`src/sv/cfcobs_pkg.sv`:
```
// Shared types and constants for the checksummed frame COBS encoder.
// Used by every module of the block; depends on nothing else.
package cfcobs_pkg;

  // Frame and encoding sizes.
  localparam int FRAME_LEN = 6;
  localparam int ENC_LEN   = 7;
  localparam int OUT_LEN   = ENC_LEN + 1;
  localparam int IDX_W     = $clog2(OUT_LEN);

  // Byte constants.
  localparam logic [7:0] START_RESET = 8'h0A;
  localparam logic [7:0] CSUM_BASE   = 8'hFF;
  localparam logic [7:0] DELIM       = 8'h00;

  // Position of the delimiter in the output sequence.
  localparam logic [IDX_W-1:0] LAST_IDX = IDX_W'(OUT_LEN - 1);

  typedef logic [7:0] byte_t;

  // One input item: four payload bytes.
  typedef struct packed {
    byte_t data0;
    byte_t data1;
    byte_t data2;
    byte_t data3;
  } in_item_t;

  // One result item: one encoded byte and the end-of-frame flag.
  typedef struct packed {
    byte_t out_byte;
    logic  last_byte;
  } out_item_t;

  // Raw frame: index 0 is the start byte, index 5 the checksum.
  typedef byte_t [FRAME_LEN-1:0] frame_t;

  // Frame with a virtual zero on each side, as seen by the encoder.
  typedef byte_t [OUT_LEN-1:0] ext_frame_t;

  // Full output sequence: seven encoded bytes and the delimiter.
  typedef byte_t [OUT_LEN-1:0] out_seq_t;

endpackage

```
`src/sv/cfcobs_csum.sv`:
```
// Checksum pipeline: two register stages that build the six-byte frame.
// Depends on cfcobs_pkg.
module cfcobs_csum (
  input  logic                 clk,
  input  logic                 rst_n,
  input  logic                 in_valid,
  output logic                 in_ready,
  input  cfcobs_pkg::in_item_t in_data,
  input  cfcobs_pkg::byte_t    start_byte,
  output logic                 frm_valid,
  input  logic                 frm_ready,
  output cfcobs_pkg::frame_t   frm_data
);

  // Stage one registers: payload, start byte and two partial sums.
  logic                s1_v_r;
  cfcobs_pkg::byte_t   s1_start_r, s1_d0_r, s1_d1_r, s1_d2_r, s1_d3_r;
  cfcobs_pkg::byte_t   s1_sum_a_r, s1_sum_b_r;
  // Stage two registers: complete frame.
  logic                s2_v_r;
  cfcobs_pkg::frame_t  s2_frame_r;

  logic s1_ready, s2_ready;

  // Each stage moves when it is empty or its successor takes its item.
  assign s2_ready = !s2_v_r || frm_ready;
  assign s1_ready = !s1_v_r || s2_ready;
  assign in_ready = s1_ready;

  // Stage one valid bit.
  always_ff @(posedge clk) begin
    if (!rst_n) begin
      s1_v_r <= 1'b0;
    end else if (s1_ready) begin
      s1_v_r <= in_valid;
    end
  end

  // Stage one payload: first partial sums of the frame bytes.
  always_ff @(posedge clk) begin
    if (s1_ready && in_valid) begin
      s1_start_r <= start_byte;
      s1_d0_r    <= in_data.data0;
      s1_d1_r    <= in_data.data1;
      s1_d2_r    <= in_data.data2;
      s1_d3_r    <= in_data.data3;
      s1_sum_a_r <= start_byte + in_data.data0;
      s1_sum_b_r <= in_data.data1 + in_data.data2;
    end
  end

  // Stage two valid bit.
  always_ff @(posedge clk) begin
    if (!rst_n) begin
      s2_v_r <= 1'b0;
    end else if (s2_ready) begin
      s2_v_r <= s1_v_r;
    end
  end

  // Stage two payload: the checksum closes the frame.
  always_ff @(posedge clk) begin
    if (s2_ready && s1_v_r) begin
      s2_frame_r[0] <= s1_start_r;
      s2_frame_r[1] <= s1_d0_r;
      s2_frame_r[2] <= s1_d1_r;
      s2_frame_r[3] <= s1_d2_r;
      s2_frame_r[4] <= s1_d3_r;
      s2_frame_r[5] <= cfcobs_pkg::CSUM_BASE - (s1_sum_a_r + s1_sum_b_r + s1_d3_r);
    end
  end

  assign frm_valid = s2_v_r;
  assign frm_data  = s2_frame_r;

endmodule

```
`src/sv/cfcobs_enc.sv`:
```
// COBS encoding pipeline: zero detection stage and code byte stage.
// Depends on cfcobs_pkg.
module cfcobs_enc (
  input  logic                 clk,
  input  logic                 rst_n,
  input  logic                 frm_valid,
  output logic                 frm_ready,
  input  cfcobs_pkg::frame_t   frm_data,
  output logic                 enc_valid,
  input  logic                 enc_ready,
  output cfcobs_pkg::out_seq_t enc_data
);

  // Stage three: frame padded with a virtual zero at each end, zero flags.
  logic                     s3_v_r;
  cfcobs_pkg::ext_frame_t   s3_ext_r;
  logic [cfcobs_pkg::OUT_LEN-1:0] s3_zero_r;
  // Stage four: encoded bytes followed by the delimiter.
  logic                     s4_v_r;
  cfcobs_pkg::out_seq_t     s4_seq_r;

  cfcobs_pkg::ext_frame_t   ext_nxt;
  logic [cfcobs_pkg::OUT_LEN-1:0] zero_nxt;
  cfcobs_pkg::out_seq_t     seq_nxt;

  logic s3_ready, s4_ready;

  assign s4_ready  = !s4_v_r || enc_ready;
  assign s3_ready  = !s3_v_r || s4_ready;
  assign frm_ready = s3_ready;

  // Pad the frame and flag every zero byte.
  always_comb begin
    ext_nxt[0]                      = cfcobs_pkg::DELIM;
    ext_nxt[cfcobs_pkg::OUT_LEN-1]  = cfcobs_pkg::DELIM;
    for (int k = 0; k < cfcobs_pkg::FRAME_LEN; k++) begin
      ext_nxt[k+1] = frm_data[k];
    end
    for (int k = 0; k < cfcobs_pkg::OUT_LEN; k++) begin
      zero_nxt[k] = (ext_nxt[k] == cfcobs_pkg::DELIM);
    end
  end

  always_ff @(posedge clk) begin
    if (!rst_n) begin
      s3_v_r <= 1'b0;
    end else if (s3_ready) begin
      s3_v_r <= frm_valid;
    end
  end

  always_ff @(posedge clk) begin
    if (s3_ready && frm_valid) begin
      s3_ext_r  <= ext_nxt;
      s3_zero_r <= zero_nxt;
    end
  end

  // Each zero position becomes a code byte holding the distance to the
  // next zero; nonzero bytes pass through unchanged.
  always_comb begin
    logic [cfcobs_pkg::IDX_W-1:0] gap;
    gap = '0;
    for (int k = 0; k < cfcobs_pkg::ENC_LEN; k++) begin
      gap = '0;
      for (int j = cfcobs_pkg::OUT_LEN - 1; j > k; j--) begin
        if (s3_zero_r[j]) begin
          gap = cfcobs_pkg::IDX_W'(j - k);
        end
      end
      if (s3_zero_r[k]) begin
        seq_nxt[k] = {{(8 - cfcobs_pkg::IDX_W){1'b0}}, gap};
      end else begin
        seq_nxt[k] = s3_ext_r[k];
      end
    end
    seq_nxt[cfcobs_pkg::OUT_LEN-1] = cfcobs_pkg::DELIM;
  end

  always_ff @(posedge clk) begin
    if (!rst_n) begin
      s4_v_r <= 1'b0;
    end else if (s4_ready) begin
      s4_v_r <= s3_v_r;
    end
  end

  always_ff @(posedge clk) begin
    if (s4_ready && s3_v_r) begin
      s4_seq_r <= seq_nxt;
    end
  end

  assign enc_valid = s4_v_r;
  assign enc_data  = s4_seq_r;

endmodule

```
`src/sv/cfcobs_ser.sv`:
```
// Byte serializer: holds one encoded frame and sends it one item per cycle
// while out_ready is high. Depends on cfcobs_pkg.
module cfcobs_ser (
  input  logic                  clk,
  input  logic                  rst_n,
  input  logic                  enc_valid,
  output logic                  enc_ready,
  input  cfcobs_pkg::out_seq_t  enc_data,
  output logic                  out_valid,
  input  logic                  out_ready,
  output cfcobs_pkg::out_item_t out_data
);

  logic                           busy_r;
  logic [cfcobs_pkg::IDX_W-1:0]   idx_r;
  cfcobs_pkg::out_seq_t           buf_r;

  logic at_last, take, load;

  assign at_last   = (idx_r == cfcobs_pkg::LAST_IDX);
  assign take      = busy_r && out_ready;
  // A new frame loads as soon as the delimiter of the current one leaves.
  assign enc_ready = !busy_r || (out_ready && at_last);
  assign load      = enc_ready && enc_valid;

  // Control: busy flag and byte index.
  always_ff @(posedge clk) begin
    if (!rst_n) begin
      busy_r <= 1'b0;
      idx_r  <= '0;
    end else if (load) begin
      busy_r <= 1'b1;
      idx_r  <= '0;
    end else if (take) begin
      if (at_last) begin
        busy_r <= 1'b0;
        idx_r  <= '0;
      end else begin
        idx_r <= idx_r + 1'b1;
      end
    end
  end

  // Frame buffer.
  always_ff @(posedge clk) begin
    if (load) begin
      buf_r <= enc_data;
    end
  end

  assign out_valid          = busy_r;
  assign out_data.out_byte  = buf_r[idx_r];
  assign out_data.last_byte = at_last;

endmodule

```
`src/sv/checksummed_frame_cobs_encoder_unit.sv`:
```
// Top level of the checksummed frame COBS encoder.
// Depends on cfcobs_pkg, cfcobs_csum, cfcobs_enc and cfcobs_ser.
//
// Each input item carries four payload bytes. The block prefixes the
// configured start byte (0x0A after reset), appends a checksum of 0xFF
// minus the mod-256 sum of the first five bytes, COBS encodes the six-byte
// frame and sends eight result items: seven encoded bytes, then a 0x00
// delimiter with last_byte set. The byte-wide output serializer sets the
// throughput; it takes a new frame as the delimiter of the current one leaves.
// Four pipeline stages (partial sums, checksum, zero detection, code bytes)
// sit in front of the serializer, which registers each frame before its
// first byte is offered, and up to five items can be in flight.
// The start byte register is written through the cfg port, always ready.
module checksummed_frame_cobs_encoder_unit (
  input  logic                  clk,
  input  logic                  rst_n,
  input  logic                  in_valid,
  output logic                  in_ready,
  input  cfcobs_pkg::in_item_t  in_data,
  output logic                  out_valid,
  input  logic                  out_ready,
  output cfcobs_pkg::out_item_t out_data,
  input  logic                  cfg_valid,
  output logic                  cfg_ready,
  input  logic [7:0]            cfg_data
);

  cfcobs_pkg::byte_t    start_byte_r;
  logic                 frm_valid, frm_ready;
  cfcobs_pkg::frame_t   frm_data;
  logic                 enc_valid, enc_ready;
  cfcobs_pkg::out_seq_t enc_data;

  // Start byte register.
  assign cfg_ready = 1'b1;

  always_ff @(posedge clk) begin
    if (!rst_n) begin
      start_byte_r <= cfcobs_pkg::START_RESET;
    end else if (cfg_valid && cfg_ready) begin
      start_byte_r <= cfg_data;
    end
  end

  cfcobs_csum u_csum (
    .clk        (clk),
    .rst_n      (rst_n),
    .in_valid   (in_valid),
    .in_ready   (in_ready),
    .in_data    (in_data),
    .start_byte (start_byte_r),
    .frm_valid  (frm_valid),
    .frm_ready  (frm_ready),
    .frm_data   (frm_data)
  );

  cfcobs_enc u_enc (
    .clk       (clk),
    .rst_n     (rst_n),
    .frm_valid (frm_valid),
    .frm_ready (frm_ready),
    .frm_data  (frm_data),
    .enc_valid (enc_valid),
    .enc_ready (enc_ready),
    .enc_data  (enc_data)
  );

  cfcobs_ser u_ser (
    .clk       (clk),
    .rst_n     (rst_n),
    .enc_valid (enc_valid),
    .enc_ready (enc_ready),
    .enc_data  (enc_data),
    .out_valid (out_valid),
    .out_ready (out_ready),
    .out_data  (out_data)
  );

  // A frame, once started, continues without a gap until its delimiter.
  a_frame_continues: assert property (@(posedge clk) disable iff (!rst_n)
    out_valid && out_ready && !out_data.last_byte |=> out_valid)
    else $error("output frame broken before its delimiter");

  // COBS output never carries a zero before the delimiter.
  a_no_inner_zero: assert property (@(posedge clk) disable iff (!rst_n)
    out_valid && !out_data.last_byte |-> out_data.out_byte != cfcobs_pkg::DELIM)
    else $error("zero byte inside an encoded frame");

  // After a delimiter leaves, the next item is the first byte of a frame.
  a_first_after_last: assert property (@(posedge clk) disable iff (!rst_n)
    out_valid && out_ready && out_data.last_byte |=> !out_data.last_byte)
    else $error("delimiter repeated");

endmodule
```
`config.mk`:
```
export PLATFORM = sky130hd
export DESIGN_NAME = checksummed_frame_cobs_encoder_unit
export DESIGN_NICKNAME = d
export VERILOG_FILES = /design/src/sv/cfcobs_pkg.sv /design/src/sv/cfcobs_csum.sv /design/src/sv/cfcobs_enc.sv /design/src/sv/cfcobs_ser.sv /design/src/sv/checksummed_frame_cobs_encoder_unit.sv
export SDC_FILE = /design/constraint.sdc
export NUM_CORES = 1
export LEC_CHECK = 0
export BUFFER_PORTS_ARGS = -buffer_cell sky130_fd_sc_hd__buf_2
export CORE_AREA = 2 2 177 179
export CTS_CLUSTER_SIZE = 40
export DETAILED_ROUTE_END_ITERATION = 8
export DIE_AREA = 0 0 179 181
export MAX_ROUTING_LAYER = met4
export PLACE_DENSITY_LB_ADDON = 0.05
export SLEW_MARGIN = 15
export SYNTH_ARGS = -nofsm -noshare
export SYNTH_HDL_FRONTEND = slang
export SYNTH_SLANG_ARGS = --single-unit
```
`constraint.sdc`:
```
create_clock -name clk -period 9.8 [get_ports clk]
set_input_delay 0.98 -clock clk [delete_from_list [all_inputs] [get_ports clk]]
set_output_delay 0.98 -clock clk [all_outputs]
set_load 0.01 [all_outputs]
```
* Word level (Yosys, flattened, before mapping)
Index checks and enable logic that the tools add are counted.
** Word-level totals
- Register bits after elaboration :: 276
- Bits of input ports :: 45
- Output and inout port bits :: 12
- Logic and storage cells :: 116
** Operators by class
- $add $sub $neg :: 6
- Order comparisons :: 1
- Equality and inequality tests :: 1
- Mux-type cells :: 31
- Bitwise gates (word level) :: 1
- Reduce and logical (&&, ||, !) cells :: 28
** Operator list (number)
- logical NOT 8 bit :: 6
- two-way mux 3 bit :: 15
- adder 8 bit :: 4
- binary-select mux 8 bit (select 3 bit) :: 1
- two-way mux 2 bit :: 8
- two-way mux 8 bit :: 1
- subtractor 8 bit (first input constant) :: 1
- logical AND 1 bit :: 7
- two-way mux 1 bit :: 6
- logical NOT 1 bit :: 5
- logical OR 1 bit :: 5
- less-than comparator 3 x 4 -> 1 bit (second input constant) :: 1
- nonzero test 2 bit :: 2
- adder 3 x 1 -> 3 bit (second input constant) :: 1
- equality test 3 bit (second input constant) :: 1
- OR reduction 3 bit :: 1
- AND reduction 2 bit :: 1
- OR reduction 2 bit :: 1
- NOT 1 bit :: 1

* Depth between registers and ports, before layout
Gate-level depths: netlist of the first run.
- Depth in word-level cells :: 8
- Mapped depth :: 9

* Modules after synthesis
A second synthesis of the first run with hierarchy kept.
** Second synthesis, totals
- Cells, all modules :: 617
- Area, all modules :: 11249.5 µm²
** Modules (own cells, without submodules)
- cfcobs_csum :: instances 1, cells each 254, area each 4324.1 µm²
- cfcobs_enc :: instances 1, cells each 222, area each 3916.3 µm²
- cfcobs_ser :: instances 1, cells each 114, area each 2701.3 µm²
- checksummed_frame_cobs_encoder_unit :: instances 1, cells each 27, area each 307.8 µm²

* Least setup slack after synthesis of the first run
Ideal clock, no wire load.
- Path kind :: input-to-reg
- Start point :: input port out_ready
- End point :: register u_enc.s3_ext_r[10] (netlist bit), enable pin
- Library setup time :: 0.548 ns
- Arrival time :: 5.154 ns
- Required time :: 9.252 ns
- Slack :: 4.097 ns
- Cell stages on the path :: 3
- Path buffers :: 0
- Cells stage by stage :: a21boi_2 -> and2_4 -> a21boi_0
** Between the ends
- Cells in the longest elaborated chain, start to end :: 5
** RTL lines
- start, declared :: RTL line checksummed_frame_cobs_encoder_unit.sv:21 : input logic out_ready,
- logical AND 1 bit :: RTL line cfcobs_ser.sv:23 : assign enc_ready = !busy_r || (out_ready && at_last);
- logical OR 1 bit :: RTL line cfcobs_ser.sv:23
- logical OR 1 bit :: RTL line cfcobs_enc.sv:28 : assign s4_ready = !s4_v_r || enc_ready;
- logical OR 1 bit :: RTL line cfcobs_enc.sv:29 : assign s3_ready = !s3_v_r || s4_ready;
- logical AND 1 bit :: RTL line cfcobs_enc.sv:53 : if (s3_ready && frm_valid) begin
- end signal, assigned :: RTL line cfcobs_enc.sv:54 : s3_ext_r <= ext_nxt;
- end, declared :: RTL line cfcobs_enc.sv:16 : cfcobs_pkg::ext_frame_t s3_ext_r;
Every way passes these cells.
A chain may end at the register's enable or synchronous reset.

* Worst setup path in the final report of the first run
- Start point :: register u_ser.idx_r[1] (netlist bit)
- End point :: output port in_ready
** Between the ends
- Cells in the longest elaborated chain, start to end :: 7
** RTL lines
- start, declared :: RTL line cfcobs_ser.sv:15 : logic [cfcobs_pkg::IDX_W-1:0] idx_r;
- start signal, assigned :: RTL line cfcobs_ser.sv:39 : idx_r <= idx_r + 1'b1;
- equality test 3 bit :: RTL line cfcobs_ser.sv:20 : assign at_last = (idx_r == cfcobs_pkg::LAST_IDX);
- logical AND 1 bit :: RTL line cfcobs_ser.sv:23
- logical OR 1 bit :: RTL line cfcobs_ser.sv:23
- logical OR 1 bit :: RTL line cfcobs_enc.sv:28
- logical OR 1 bit :: RTL line cfcobs_enc.sv:29
- logical OR 1 bit :: RTL line cfcobs_csum.sv:26 : assign s2_ready = !s2_v_r || frm_ready;
- logical OR 1 bit :: RTL line cfcobs_csum.sv:27 : assign s1_ready = !s1_v_r || s2_ready;
- end, declared :: RTL line checksummed_frame_cobs_encoder_unit.sv:18 : output logic in_ready,
Every way passes these cells.

==> metrics.csv, run 1 <==
metric;value;unit
Fmax;271;MHz
CTS sink cnt;276;
vias in the first global route;5165;
Fin Clk Skew;0.00999;ns
VDD IR max;0.000143;V
largest net degree at the start of global routing;57;
Netlist cell types;51;
Remaining Overflow, GRT;0;
antenna diode count;0;
final antenna-violating net count;0;
critical path's slowest cell;dfxtp_1;
clk buf depth;3;
Die ar.;32400;sq um
Root Buffer;clkbuf_16;
Post-CTS Setup Inserts;0;
gpl congestion;0.762;
first-pass GRT wire length;29000;um
Required @ worst endpoint;8.82;ns
outcome;complete, no violations;
initial antenna violation count;0;
Worst EP arrival;2.71;ns
worst-path fanout max;20;
PD cells;214;nW/um^2
top_reg_cell synth;edfxtp_1;
PostCTS Resize Cnt;0;
cts hold-fix bufs;0;
power consumption;2.60;mW
max cap viols;0;
Most common cell on crit path;ha_1;
Mapped Nets;691;
CTS tree;done;
Initial Util;34.9;%
wire per inst;16.6;um
Nets;762;
Filler Cell Count;2790;
number of I/O port buffers;55;
Rows;64;
1st-iter DRT viols;164;
yosys warns;0;
Hold Crit Class;register to register;
crit path launch type;register;
post-synth top area share;73.8;%
CP top delay family;flip-flops;
Vert. Die Dim;181;um
total negative slack;0;ns
synth top area cells;edfxtp_1 74%, dfxtp_1 3.0%, ha_1 3.0%, nor2b_1 2.7%, a21oi_1 1.7%;
Leakage;4.22;nW
Multi-input gate area;2240;sq um
DRC violations left;0;
post-DP HPWL;13400;um
die width;179;um
Storage cell area;8130;sq um
RSZ-0062 raised after global routing;false;
DRT Pass-1 Iters;6;
gr usage total;11.9;%
CTS Buf Count;30;
endpoints failing setup;0;
post-synthesis sequential area ratio;76.8;%
Final Cycle Share;37.7;%
Slew @ Worst Pin;1.13;ns
Post-synth EDFFs;260;
crit-path cells;ha_1, ha_1, a21boi_2, and2_4, and3_4, nand2_2, buf_2;
Commonest cells post-synth;260 x edfxtp_1, 45 x nor2b_1, 36 x a21oi_1, 35 x inv_1, 32 x nor2_1;
H-tree levels;1;
Vias;4887;
relative max-transition margin;24.7;%
Period minus WS final;3.69;ns
count leader, synth;edfxtp_1;
Mapped Area;10600;sq um
Area Growth Syn to Fin;15.0;%
CP endpoint kind;output pin;
Core Util, Final;40.1;%
Worst-path clk slew;0.06;ns
CORE AREA;30300;sq um
Largest stage delay, worst path;0.94;ns
clk_lat worst skew;0.54;ns
Setup CP Type;register to output pin;
Mapped Cells;612;
Synth area leader;edfxtp_1;
# IOs;57;
Max Slew Vio Count;0;
Via density;4.44;
fin worst setup slack;6.11;ns
synthesized area per cell;17.3;sq um
flops & latches, synth;276;
final hold vios;0;
layout cells sized above 1;17.5;%
DP Worst Slack;6.45;ns
final wirelength;18200;um
final hold slack;0.417;ns
Crit path buffers/inverters;1;
ys async rst share;0;%
layer usage:
layer  part of all wire (%)  global-route usage (%)  up-vias
met4                    2.3                    3.67        0
met5                      0                       -        -
li1                       -                       -     2425
met1                     50                    16.7     2340
met2                     44                    17.5       91
met3                    3.9                    2.15       31
power by group:
group | internal [mW] | total, mW | switching [mW]
logic | 0.0864 | 0.208 | 0.121
clock network | 0.586 | 1.01 | 0.423
registers | 1.36 | 1.38 | 0.0262
total | 2.03 | 2.60 | 0.571
metrics by stage:
stage | cell area (sq um) | std cells
after global routing | 12200 | 1100
after CTS | 12200 | 1100
after floorplan | 10600 | 612
after global placement | 11300 | 1047
final | 12200 | 1100
after detailed placement | 11300 | 1047
path summary, 6_finish.rpt:
path | startpoint | endpoint | slack (ns) | depth (start not counted)
setup reg to reg | u_ser.idx_r[1] | u_csum.frm_data[40] | 6.52 | 6
hold / removal | u_enc.enc_data[31] | u_ser.buf_r[31] | 0.42 | 0
setup / recovery | u_ser.idx_r[1] | in_ready | 6.11 | 7
hold reg to reg | u_enc.enc_data[31] | u_ser.buf_r[31] | 0.42 | 0
layout make-up:
cell class	count	area share, %
clock buffers	38	6.42
repair buffers	57	2.39
clock inverters	15	0.884
well taps	396	4.07
multi-input cells	283	18.4
flip-flops and latches	276	66.8
inverters	35	1.08
layout by cell type (no fill, tap or decap), drive strengths merged, types with 4 or more instances in the layout:
cell    count
edfxtp    260
buf        57
nor2b      45
a21oi      39
clkbuf     38
inv        35
nor2       32
ha         25
mux2i      18
dfxtp      16
xnor2      15
clkinv     14
or4        12
fa          9
nand2       9
xor2        8
mux2        8
o21bai      6
nor3        6
o21ai       6
a221oi      6
nand2b      5
o21a        4
flip-flops by register name, indices dropped and copies added, names as in the netlist, 48 cells and up:
name,count
u_enc.enc_data,51
u_ser.buf_r,51
u_csum.frm_data,48
u_enc.s3_ext_r,48
kinds of logic (layout without fill, tap and decap cells):
group           count (synthesis)  after routing  synth area share, %
compound gates                 74             74                 4.66
flops                         276            276                 76.8
other cells                     1              1               0.0354
xor+xnor                       23             23                 1.90
buf+inv                        53            145                 2.20
mux                            29             29                 3.23
fa+ha+maj                      34             34                 4.66
simple gates                  122            122                 6.53
Note: power is estimated with default switching activity, not from simulation.
==> run 2: changes to the inputs <==
==> constraint.sdc (replaced) <==
create_clock -name clk -period 3.14 [get_ports clk]
set_input_delay 0.314 -clock clk [delete_from_list [all_inputs] [get_ports clk]]
set_output_delay 0.314 -clock clk [all_outputs]
set_load 0.01 [all_outputs]
==> run 2 against run 1 <==
Compared with the run above: count of clock-buffer cells in the layout down 5; sequential cell count unchanged; combinational power increased to 3.1 times the previous value; cell area grew 4.3%; register-to-register slack worse by 6.0 ns; worst hold slack worse by 0.38 ns; non-clock buffer count grew 38; critical path depth down 1; global-route usage grew 0.20 points; via count grew 1.3%; sequential power grew to 3.1 times the previous value; largest cell class unchanged.
==> metrics.csv, run 2 (synthesized netlist as in run 1, its figures left out) <==
metric;value;unit;change
reg2reg path depth;6;;unchanged
Hold Crit Class;input pin to register;;was register to register
RSZ-0062 raised after global routing;false;;unchanged
Nets;799;;was 762
DP Worst Slack;0.551;ns;was 6.45 ns
Layout Cells excl Fill;1138;;was 1100
Root Buffer;clkbuf_16;;unchanged
Final Cycle Share;82.2;%;
Vert. Die Dim;181;um;unchanged
Area Growth Syn to Fin;19.9;%;was 15.0%
1st-iter DRT viols;204;;was 164
Fmax;388;MHz;
final hold vios;0;;unchanged
CTS Buf Count;29;;was 30
Via density;4.35;;was 4.44
Leakage;4.44;nW;was 4.22 nW
PostCTS Resize Cnt;0;;unchanged
Vias;4949;;was 4887
crit path launch type;register;;unchanged
total negative slack;0;ns;unchanged
initial antenna violation count;0;;unchanged
Filler Cell Count;2698;;was 2790
layout cells sized above 1;18.3;%;was 17.5%
Inst Count DP;1051;;was 1047
Initial Util;34.9;%;unchanged
Required @ worst endpoint;3.29;ns;was 8.82 ns
clock power share;42.2;%;was 38.8%
post-DP HPWL;13200;um;was 13400 um
Setup CP Type;register to register;;was register to output pin
number of I/O port buffers;55;;unchanged
Sw Pwr;1.78;mW;was 0.571 mW
relative max-transition margin;28.4;%;was 24.7%
PD cells;677;nW/um^2;was 214 nW/um^2
Sw Ratio;20.8;%;was 21.9%
Post-CTS Setup Inserts;0;;unchanged
max cap viols;0;;unchanged
power consumption;8.59;mW;was 2.60 mW
Slew @ Worst Pin;1.07;ns;was 1.13 ns
largest net degree at the start of global routing;57;;unchanged
gpl congestion;0.726;;was 0.762
final antenna-violating net count;0;;unchanged
Comb pwr share;7.6;%;was 8.0%
Worst Hold Depth;3;;was 0
Period minus WS final;2.58;ns;
commonest non-fill, non-tap cell in the layout;edfxtp_1;;unchanged
final wirelength;18000;um;was 18200 um
clk buf depth;3;;unchanged
clk_lat worst skew;0.53;ns;was 0.54 ns
die width;179;um;unchanged
Worst EP arrival;2.73;ns;was 2.71 ns
Fin Clk Skew;0.00819;ns;was 0.00999 ns
gr usage total;12.1;%;was 11.9%
CP endpoint kind;register;;was output pin
CORE AREA;30300;sq um;unchanged
Rows;64;;unchanged
VDD IR max;0.000270;V;was 0.000143 V
antenna diode count;0;;unchanged
cts hold-fix bufs;34;;was 0
Storage cell area;8130;sq um;unchanged
Remaining Overflow, GRT;0;;unchanged
first-pass GRT wire length;29400;um;was 29000 um
commonest non-fill, non-tap cells in the layout;260 x edfxtp_1, 55 x buf_2, 45 x nor2b_1, 36 x a21oi_1, 35 x inv_1;;unchanged
outcome;complete, no violations;;unchanged
worst-path fanout max;48;;was 20
DRC violations left;0;;unchanged
DRT Pass-1 Iters;4;;was 6
fin worst setup slack;0.560;ns;was 6.11 ns
H-tree levels;1;;unchanged
Die ar.;32400;sq um;unchanged
endpoints failing setup;0;;unchanged
CTS tree;done;;unchanged
register share of total power;50.2;%;was 53.2%
Worst-path clk slew;0.06;ns;about the same
wire per inst;15.8;um;was 16.6 um
Multi-input gate area;2240;sq um;unchanged
vias in the first global route;5307;;was 5165
Max Slew Vio Count;0;;unchanged
Core Util, Final;41.8;%;was 40.1%
Pint;6.81;mW;was 2.03 mW
CTS sink cnt;276;;unchanged
# IOs;57;;unchanged
==> run 2: critical path: stages, from the launching register on <==
cell	delay, ns
dfxtp_1	0.35
ha_1	0.18
ha_1	0.24
a21boi_2	0.09
and2_4	0.19
and3_4	0.20
and2b_2	0.90
==> run 2: cell type report <==
class	count	share of cell area, %
sequential	276	64.1
multi-input combinational	283	17.6
clock buffer	33	5.84
timing repair buffer	95	5.21
tap	396	3.90
clock inverter	20	2.35
inverter	35	1.04
==> run 2: final timing paths <==
| kind | startpoint | to | slack, ns |
|---|---|---|---|
| max | u_ser.idx_r[0] | u_csum.frm_data[24] | 0.56 |
| max reg2reg | u_ser.idx_r[0] | u_csum.frm_data[24] | 0.56 |
| min reg2reg | u_enc.enc_data[29] | u_ser.buf_r[29] | 0.42 |
| min | cfg_data[2] | start_byte_r[2] | 0.03 |
==> run 2: per-stage QoR <==
stage,instance area (sq um),hold WS (ns)
floorplan,10600,0.400
global placement,11300,0.409
detailed placement,11300,0.405
CTS,12700,0.00235
global route,12700,0.0234
finish,12700,0.0350
==> run 2: power groups by stage <==
stage | clock network (mW) | logic (mW) | registers, mW
3_3_place_gp | 0 | 0.618 | 4.39
3_5_place_dp | 0 | 0.634 | 4.40
5_1_grt | 3.89 | 0.753 | 4.33
6_report | 3.62 | 0.654 | 4.31
4_1_cts | 3.74 | 0.668 | 4.32
2_1_floorplan | 0 | 0.472 | 4.35
==> run 2: layer usage <==
| layer | vias to the layer above | GRT usage, % | wire length, um |
|---|---|---|---|
| li1 | 2500 | - | - |
| met1 | 2330 | 16.6 | 8600 |
| met5 | - | - | 0 |
| met4 | 0 | 3.77 | 378 |
| met2 | 89 | 18.2 | 8210 |
| met3 | 30 | 2.29 | 779 |
==> run 3: changes to the inputs <==
==> constraint.sdc (replaced) <==
create_clock -name clk -period 2.4 [get_ports clk]
set_input_delay 0.24 -clock clk [delete_from_list [all_inputs] [get_ports clk]]
set_output_delay 0.24 -clock clk [all_outputs]
set_load 0.01 [all_outputs]
==> run 3 against run 2 <==
Compared with the run above: non-clock buffer count grew 13; count of clock-buffer cells in the layout grew 2; cell count grew 1.1%; highest routed layer unchanged; clock skew is essentially flat; first-iteration DRC count grew 8.3%; global-route usage grew 0.33 points; critical path type is now register to output pin; core utilization grew 0.32 points; clock power grew 16%; worst setup slack lost 0.46 ns.
==> metrics.csv, run 3 (synthesized netlist as in run 1, its figures left out) <==
metric;value;unit;change
CP top delay family;compound AO/OA/AOI/OAI gates;;was simple AND/OR/NAND/NOR gates
Hold Crit Class;input pin to register;;unchanged
gr usage total;12.4;%;was 12.1%
Via density;4.43;;was 4.35
largest net degree at the start of global routing;57;;unchanged
Worst Hold Depth;2;;was 3
first-pass GRT wire length;30100;um;was 29400 um
Root Buffer;clkbuf_16;;unchanged
r2r setup slk;0.14;ns;was 0.56 ns
Layout Cells excl Fill;1150;;was 1138
Nets;812;;was 799
Final Cycle Share;95.6;%;
DRC violations left;0;;unchanged
commonest non-fill, non-tap cells in the layout;260 x edfxtp_1, 55 x buf_2, 44 x dlygate4sd3_1, 43 x nor2b_1, 36 x a21oi_1;;was 260 x edfxtp_1, 55 x buf_2, 45 x nor2b_1, 36 x a21oi_1, 35 x inv_1
crit path launch type;register;;unchanged
H-tree levels;1;;unchanged
DRT Pass-1 Iters;4;;unchanged
Vias;5094;;was 4949
Worst-path clk slew;0.06;ns;about the same
Fmax;436;MHz;
# IOs;57;;unchanged
gpl congestion;0.727;;was 0.726
number of I/O port buffers;55;;unchanged
Inst Count DP;1053;;was 1051
Crit path buffers/inverters;2;;was 0
CTS Buf Count;29;;unchanged
final antenna-violating net count;0;;unchanged
VDD IR max;0.000431;V;was 0.000270 V
Die ar.;32400;sq um;unchanged
Largest stage delay, worst path;0.36;ns;was 0.90 ns
1st-iter DRT viols;221;;was 204
Slew @ Worst Pin;0.647;ns;was 1.07 ns
endpoints failing setup;0;;unchanged
CORE AREA;30300;sq um;unchanged
wire per inst;16.3;um;was 15.8 um
Filler Cell Count;2742;;was 2698
total negative slack;0;ns;unchanged
Fin Clk Skew;0.00804;ns;was 0.00819 ns
antenna diode count;0;;unchanged
CP endpoint kind;output pin;;was register
post-DP HPWL;13400;um;was 13200 um
Initial Util;34.9;%;unchanged
final wirelength;18700;um;was 18000 um
Area after DPL;11400;sq um;was 11300 sq um
die width;179;um;unchanged
CTS sink cnt;276;;unchanged
clk_lat worst skew;0.53;ns;about the same
commonest non-fill, non-tap cell in the layout;edfxtp_1;;unchanged
vias in the first global route;5323;;was 5307
layout cells sized above 1;18.7;%;was 18.3%
Final Instance Area;12800;sq um;was 12700 sq um
power consumption;10.7;mW;was 8.59 mW
CTS tree;done;;unchanged
final hold vios;0;;unchanged
Worst EP arrival;2.06;ns;was 2.73 ns
Period minus WS final;2.30;ns;
Area Growth Syn to Fin;20.8;%;was 19.9%
reg2reg path depth;8;;was 6
CP Depth;5;;was 6
Leakage;4.47;nW;was 4.44 nW
PD cells;839;nW/um^2;was 677 nW/um^2
initial antenna violation count;0;;unchanged
Required @ worst endpoint;2.16;ns;was 3.29 ns
Vert. Die Dim;181;um;unchanged
crit-path cells;buf_8, mux2_4, a221oi_2, a21oi_1, buf_2;;was ha_1, ha_1, a21boi_2, and2_4, and3_4, and2b_2
worst-path fanout max;19;;was 48
critical path's slowest cell;dfxtp_1;;was and2b_2
Setup CP Type;register to output pin;;was register to register
outcome;complete, no violations;;unchanged
Rows;64;;unchanged
clk buf depth;3;;unchanged
RSZ-0062 raised after global routing;true;;was false
Max Slew Vio Count;0;;unchanged
Remaining Overflow, GRT;0;;unchanged
relative max-transition margin;56.8;%;was 28.4%
max cap viols;0;;unchanged
## run 3: worst register-to-register path, delay by kind of cell (launching register included)
family	cells	cell delay (ns)
xor+xnor	1	0.09
compound gates	4	0.61
fa+ha+maj	2	0.94
flops	1	0.32
buf+inv	1	0.05
## run 3: what timing repair did
| action | 4_1_cts | 5_1_grt |
|---|---|---|
| cloned | 0 | 0 |
| setup endpoints to repair | 5 | 6 |
| buffers inserted | 0 | 1 |
| gates resized for setup | 8 | 6 |
| hold buffers | 44 | 0 |
| hold endpoints to repair | 42 | 0 |
| pin swaps | 0 | 3 |
## run 3: area by class of cell
| class | instances | area [sq um] | area share (%) |
|---|---|---|---|
| clock buffers | 35 | 768 | 6.01 |
| clock inverters | 17 | 136 | 1.07 |
| inverters | 35 | 131 | 1.03 |
| multi-input cells | 283 | 2300 | 18.0 |
| flip-flops and latches | 276 | 8130 | 63.6 |
| well taps | 396 | 495 | 3.87 |
| repair buffers | 108 | 832 | 6.51 |
## run 3: where the power goes
| group | internal, mW | switching (mW) |
|---|---|---|
| Sequential | 5.54 | 0.0981 |
| Clock | 2.48 | 1.72 |
| Combinational | 0.410 | 0.487 |
## run 3: stage by stage
step	utilization (%)	hold slack (ns)	setup WS [ns]
2_1_floorplan	-	0.339	0.0343
3_3_place_gp	37.4	0.405	0.181
3_5_place_dp	37.4	0.405	0.136
4_1_cts	42.0	0.0670	0.00399
5_1_grt	42.1	0.0922	-0.00745
6_report	42.1	0.0931	0.105
## run 3: layer usage
layer  GRT usage [%]  up-vias  share of wire, %
met2            18.7       91                46
met5               -        -                 0
met3            2.04       35               4.0
met1            17.3     2440                48
met4            3.61        0               1.9
li1                -     2528                 -
## run 3: worst paths after layout
kind	startpoint	end
min reg2reg	u_csum.s1_d0_r[7]	u_csum.frm_data[15]
min	rst_n	u_ser.out_valid
max reg2reg	u_csum.s1_sum_a_r[0]	u_csum.frm_data[46]
max	u_ser.idx_r[1]	out_data[7]
